File: src/rtl/bpd_pkg.sv
// Shared types and constants for the bilinear particle deposit block.
package bpd_pkg;

	// Operation codes of an input transaction.
	localparam logic [1:0] OP_DEPOSIT  = 2'd0;
	localparam logic [1:0] OP_READ     = 2'd1;
	localparam logic [1:0] OP_READ_CLR = 2'd2;
	localparam logic [1:0] OP_UNUSED   = 2'd3;

	// Result status codes.
	localparam logic [1:0] STS_OK      = 2'd0;
	localparam logic [1:0] STS_OUTSIDE = 2'd1;
	localparam logic [1:0] STS_SAT     = 2'd2;

	// Configuration register word indexes.
	localparam logic REG_INV_X = 1'b0;
	localparam logic REG_INV_Y = 1'b1;

	localparam logic [31:0] INV_RESET = 32'h0001_0000;
	localparam logic [16:0] ONE_Q16   = 17'h1_0000;

	typedef struct packed {
		logic [1:0]  op;
		logic [31:0] pos_x;
		logic [31:0] pos_y;
		logic [15:0] cell_index;
	} in_item_t;

	typedef struct packed {
		logic [47:0] density;
		logic [1:0]  status;
	} out_item_t;

	typedef enum logic [3:0] {
		ST_CLEAR,
		ST_IDLE,
		ST_MULX,
		ST_MULY,
		ST_CHECK,
		ST_CRD,
		ST_CWR,
		ST_DOUT,
		ST_RRD,
		ST_ROUT
	} state_t;

	// Commands from the controller to the datapath.
	typedef struct packed {
		logic load;
		logic mulx;
		logic muly;
		logic check;
		logic crd;
		logic cwr;
		logic dout;
		logic rrd;
		logic rout;
		logic clr;
	} cmd_t;

	// Status from the datapath to the controller.
	typedef struct packed {
		logic clr_done;
		logic outside;
		logic corner_last;
	} sts_t;

endpackage

File: src/rtl/bpd_ctrl.sv
// Controller state machine that sequences deposits, reads and the clearing pass.
module bpd_ctrl (
	input  logic              clk,
	input  logic              arst_n,
	input  logic              start,
	input  logic [1:0]        op,
	input  bpd_pkg::sts_t     sts,
	output bpd_pkg::cmd_t     cmd,
	output logic              busy
);

	bpd_pkg::state_t state_q, state_d;

	// State register.
	always_ff @(posedge clk or negedge arst_n) begin
		if (!arst_n) begin
			state_q <= bpd_pkg::ST_CLEAR;
		end else begin
			state_q <= state_d;
		end
	end

	// Next state and commands.
	always_comb begin
		state_d = state_q;
		cmd     = '0;
		case (state_q)
			bpd_pkg::ST_CLEAR: begin
				cmd.clr = 1'b1;
				if (sts.clr_done) state_d = bpd_pkg::ST_IDLE;
			end
			bpd_pkg::ST_IDLE: begin
				if (start) begin
					cmd.load = 1'b1;
					if (op == bpd_pkg::OP_DEPOSIT) state_d = bpd_pkg::ST_MULX;
					else state_d = bpd_pkg::ST_RRD;
				end
			end
			bpd_pkg::ST_MULX: begin
				cmd.mulx = 1'b1;
				state_d  = bpd_pkg::ST_MULY;
			end
			bpd_pkg::ST_MULY: begin
				cmd.muly = 1'b1;
				state_d  = bpd_pkg::ST_CHECK;
			end
			bpd_pkg::ST_CHECK: begin
				cmd.check = 1'b1;
				state_d   = sts.outside ? bpd_pkg::ST_DOUT : bpd_pkg::ST_CRD;
			end
			bpd_pkg::ST_CRD: begin
				cmd.crd = 1'b1;
				state_d = bpd_pkg::ST_CWR;
			end
			bpd_pkg::ST_CWR: begin
				cmd.cwr = 1'b1;
				state_d = sts.corner_last ? bpd_pkg::ST_DOUT : bpd_pkg::ST_CRD;
			end
			bpd_pkg::ST_DOUT: begin
				cmd.dout = 1'b1;
				state_d  = bpd_pkg::ST_IDLE;
			end
			bpd_pkg::ST_RRD: begin
				cmd.rrd = 1'b1;
				state_d = bpd_pkg::ST_ROUT;
			end
			bpd_pkg::ST_ROUT: begin
				cmd.rout = 1'b1;
				state_d  = bpd_pkg::ST_IDLE;
			end
			default: begin
				state_d = bpd_pkg::ST_IDLE;
			end
		endcase
	end

	assign busy = (state_q != bpd_pkg::ST_IDLE);

endmodule

File: config.mk
export PLATFORM = sky130hd
export DESIGN_NAME = bpd_ctrl
export DESIGN_NICKNAME = d
export VERILOG_FILES = /design/src/rtl/bpd_pkg.sv /design/src/rtl/bpd_ctrl.sv
export SDC_FILE = /design/constraint.sdc
export NUM_CORES = 1
export LEC_CHECK = 0
export BUFFER_PORTS_ARGS = -buffer_cell sky130_fd_sc_hd__buf_2
export CORE_AREA = 2 2 39 41
export CTS_CLUSTER_SIZE = 24
export DETAILED_ROUTE_END_ITERATION = 6
export DIE_AREA = 0 0 41 43
export GPL_TIMING_DRIVEN = 1
export PLACE_DENSITY_LB_ADDON = 0.08
export SETUP_SLACK_MARGIN = 0.2
export SLEW_MARGIN = 20
export SYNTH_ARGS = -nofsm -noshare
export SYNTH_HDL_FRONTEND = slang
export SYNTH_SLANG_ARGS = --single-unit
export TNS_END_PERCENT = 5
File: constraint.sdc
create_clock -name clk -period 1.8 [get_ports clk]
set_clock_uncertainty 0.2 [all_clocks]
set_input_delay 0.45 -clock clk [delete_from_list [all_inputs] [get_ports clk]]
set_output_delay 0.45 -clock clk [all_outputs]
set_load 0.02 [all_outputs]
==> metrics.txt <==
Crit path required time 1150 ps; max FFs per register 4; Psw approximately 0.48 mW; sequential-to-total area share from yosys stat 30.5%; Syn Nets 52; largest family of logic cells by synthesized area simple AND/OR/NAND/NOR gates; die width 41 um; Layout area overhead 72.9%; cell taking the most area after synthesis dfrtp_1; core area 1380 sq um; Max Freq 531 MHz; Synth Cell Area roughly 330 sq um; Pwr Density 1800 nW/um^2; via-per-instance ratio 4.67; Num CTS Buffers 3; Post-Synth Simple-Gate Area 40.8%; Worst Setup End Kind output port; DR pass1 iterations 4; Wirelength per Cell 11.3 um; Clk network pwr share roughly 11%; initial antenna violation count 0; CTS sink cnt 4; vias in the first global route around 380; Yosys reg bits 4; Final Hold Slack approximately 340 ps; fin cells 86; dpl cell area approximately 470 sq um; clk slew on worst S/H paths ~40 ps; Leakage 0.272 nW; commonest non-fill, non-tap cells in the layout buf_4 (14), buf_2 (9), nor2_1 (8); I/O Pins 19; DRC 0; Hold Crit Class in -> reg; Distinct cells, synth 24; root buffer cell clkbuf_4; Post-Syn Instances 44; critical path startpoint category flip-flop; final WL about 970 um; Worst EP arrival 1230 ps; Most flops, register state_q; max-cap violations 0; YS warnings 0; Comb pwr share between 60% and 70%; pre-CTS setup slack 58.9 ps; Final WS setup -83.1 ps; Flop pwr share 19.8%; final setup fails 8; unrepaired setup endpoints after global routing true; Port-buffer cells 18; Crit-path slowest cell dfrtp_1; Synth Area in XOR/XNOR 2.67%; crit-path max FO 3; Synth Area in Adders 0%; design area between 500 and 600 sq um; Nets 80; Slew @ Worst Pin 274 ps; Rel. slew slack 81.7%; Final HPWL DP around 740 um; Mean Syn Cell Area between 7 and 8 sq um; WS Path Type reg -> out; worst path cell trace nand2b_1, nor3_2, and2_1, buf_4; die area 1760 sq um; outcome finished with violations; ranking of synthesized cells by area dfrtp_1 (31%), nor2_1 (10%), nor3_1 (7.6%); first-pass GRT wire length 1540 um; Antenna Cells 0; most common cell after layout, fill and taps aside buf_4; Placed Cells 82; Slew Limit Fails 0; peak supply drop 0.737 mV; internal power about 0.54 mW; # rows 14; minimum clock period 1880 ps; Total Routing Usage GR 13.0%; area share of the largest cell type after synthesis between 30% and 40%; fin crit share 105%; 1st-iter DRT viols 6; switching part of the total between 40% and 50%; Synth Area in Compound Gates 16.4%; gpl congestion roughly 0.73; largest net degree at the start of global routing 11; CP peak stage delay around 370 ps; Final ANT Viol Nets 0; share of layout cells above drive strength 1 55.7%; routed vias ~400; TritonCTS clock tree done; die height 43 um; failing checks negative setup slack; post-synthesis mux area share 0%; Clock Latency Late Sink 240 ps; setup repair bufs after CTS 0; grt ovf 0; Largest regs state_q: 4 flops; Max Buffers Root-to-Sink 2; Initial Util 23.7%; CTS H-tree depth 1; Fin. Hold Viols 0
-- cell families (layout without fill, tap and decap cells) --
group,count (synthesis),after routing
compound gates,8,8
xor+xnor,1,1
buf+inv,5,31
flops,4,4
simple gates,26,26
-- metrics by stage --
stage	utilization, %	total power [mW]	TNS [ps]
after floorplan	-	0.596	0
after global placement	34.2	0.812	0
after detailed placement	34.2	0.804	0
after CTS	40.7	1.02	-469
after global routing	41.0	1.10	-1020
final	41.0	1.02	-338
-- area by class of cell --
type,count,area [sq um]
fillers,160,817
flip-flops and latches,4,104
inverters,2,7.51
well taps,16,20.0
multi-input cells,35,230
clock buffers,3,22.5
repair buffers,26,183
-- critical path, delay by kind of cell (launching register included) --
family        cells  cell delay (ps)
simple gates      3              500
flops             1              370
buf+inv           1              130
-- power by group through the flow --
stage                     Clock, mW  Sequential (mW)  Combinational [mW]
after global routing          0.130            0.210               0.761
after floorplan                   0            0.165               0.431
after detailed placement          0            0.186               0.618
after CTS                     0.122            0.199               0.696
after global placement            0            0.187               0.625
final                         0.115            0.202               0.703
-- cell usage after synthesis --
library cell	instances
o22a_1	1
buf_2	1
and2_1	1
a31oi_1	1
o21ai_1	1
nand2b_2	1
a21oi_1	2
nand2b_1	3
nor2_1	9
or3_1	1
nor3_2	1
o22ai_1	1
buf_4	1
nor3_1	5
dfrtp_1	4
xor2_1	1
nand2_1	2
nor2b_1	1
inv_1	2
buf_6	1
a222oi_1	1
nand3_1	1
a211oi_1	1
nor4_1	1
-- final timing paths --
path	from	depth (start not counted)	endpoint	slack [ps]
setup reg to reg	state_q[1]	4	state_q[0]	320
setup / recovery	state_q[1]	4	cmd[9]	-80
hold reg to reg	state_q[1]	2	state_q[3]	410
min in group asynchronous	arst_n	2	state_q[1]	350
max in group asynchronous	arst_n	2	state_q[3]	920
hold / removal	sts[1]	3	state_q[1]	340
-- repair_timing --
item | CTS | global route
hold endpoints to repair | 4 | 0
hold buffers | 1 | 0
cloned | 0 | 0
setup endpoints to repair | 11 | 11
pin swaps | 0 | 0
resized for setup | 18 | 2
-- layer usage --
metal / track usage (%) / share of wire, % / vias to the layer above
met5: 0 / 0 / -
met4: 12.0 / 0 / 0
met3: 0 / 6.0 / 0
met2: 16.6 / 47 / 14
met1: 18.8 / 47 / 183
li1: - / - / 205
No activity file was read; power rests on OpenSTA's default activity.
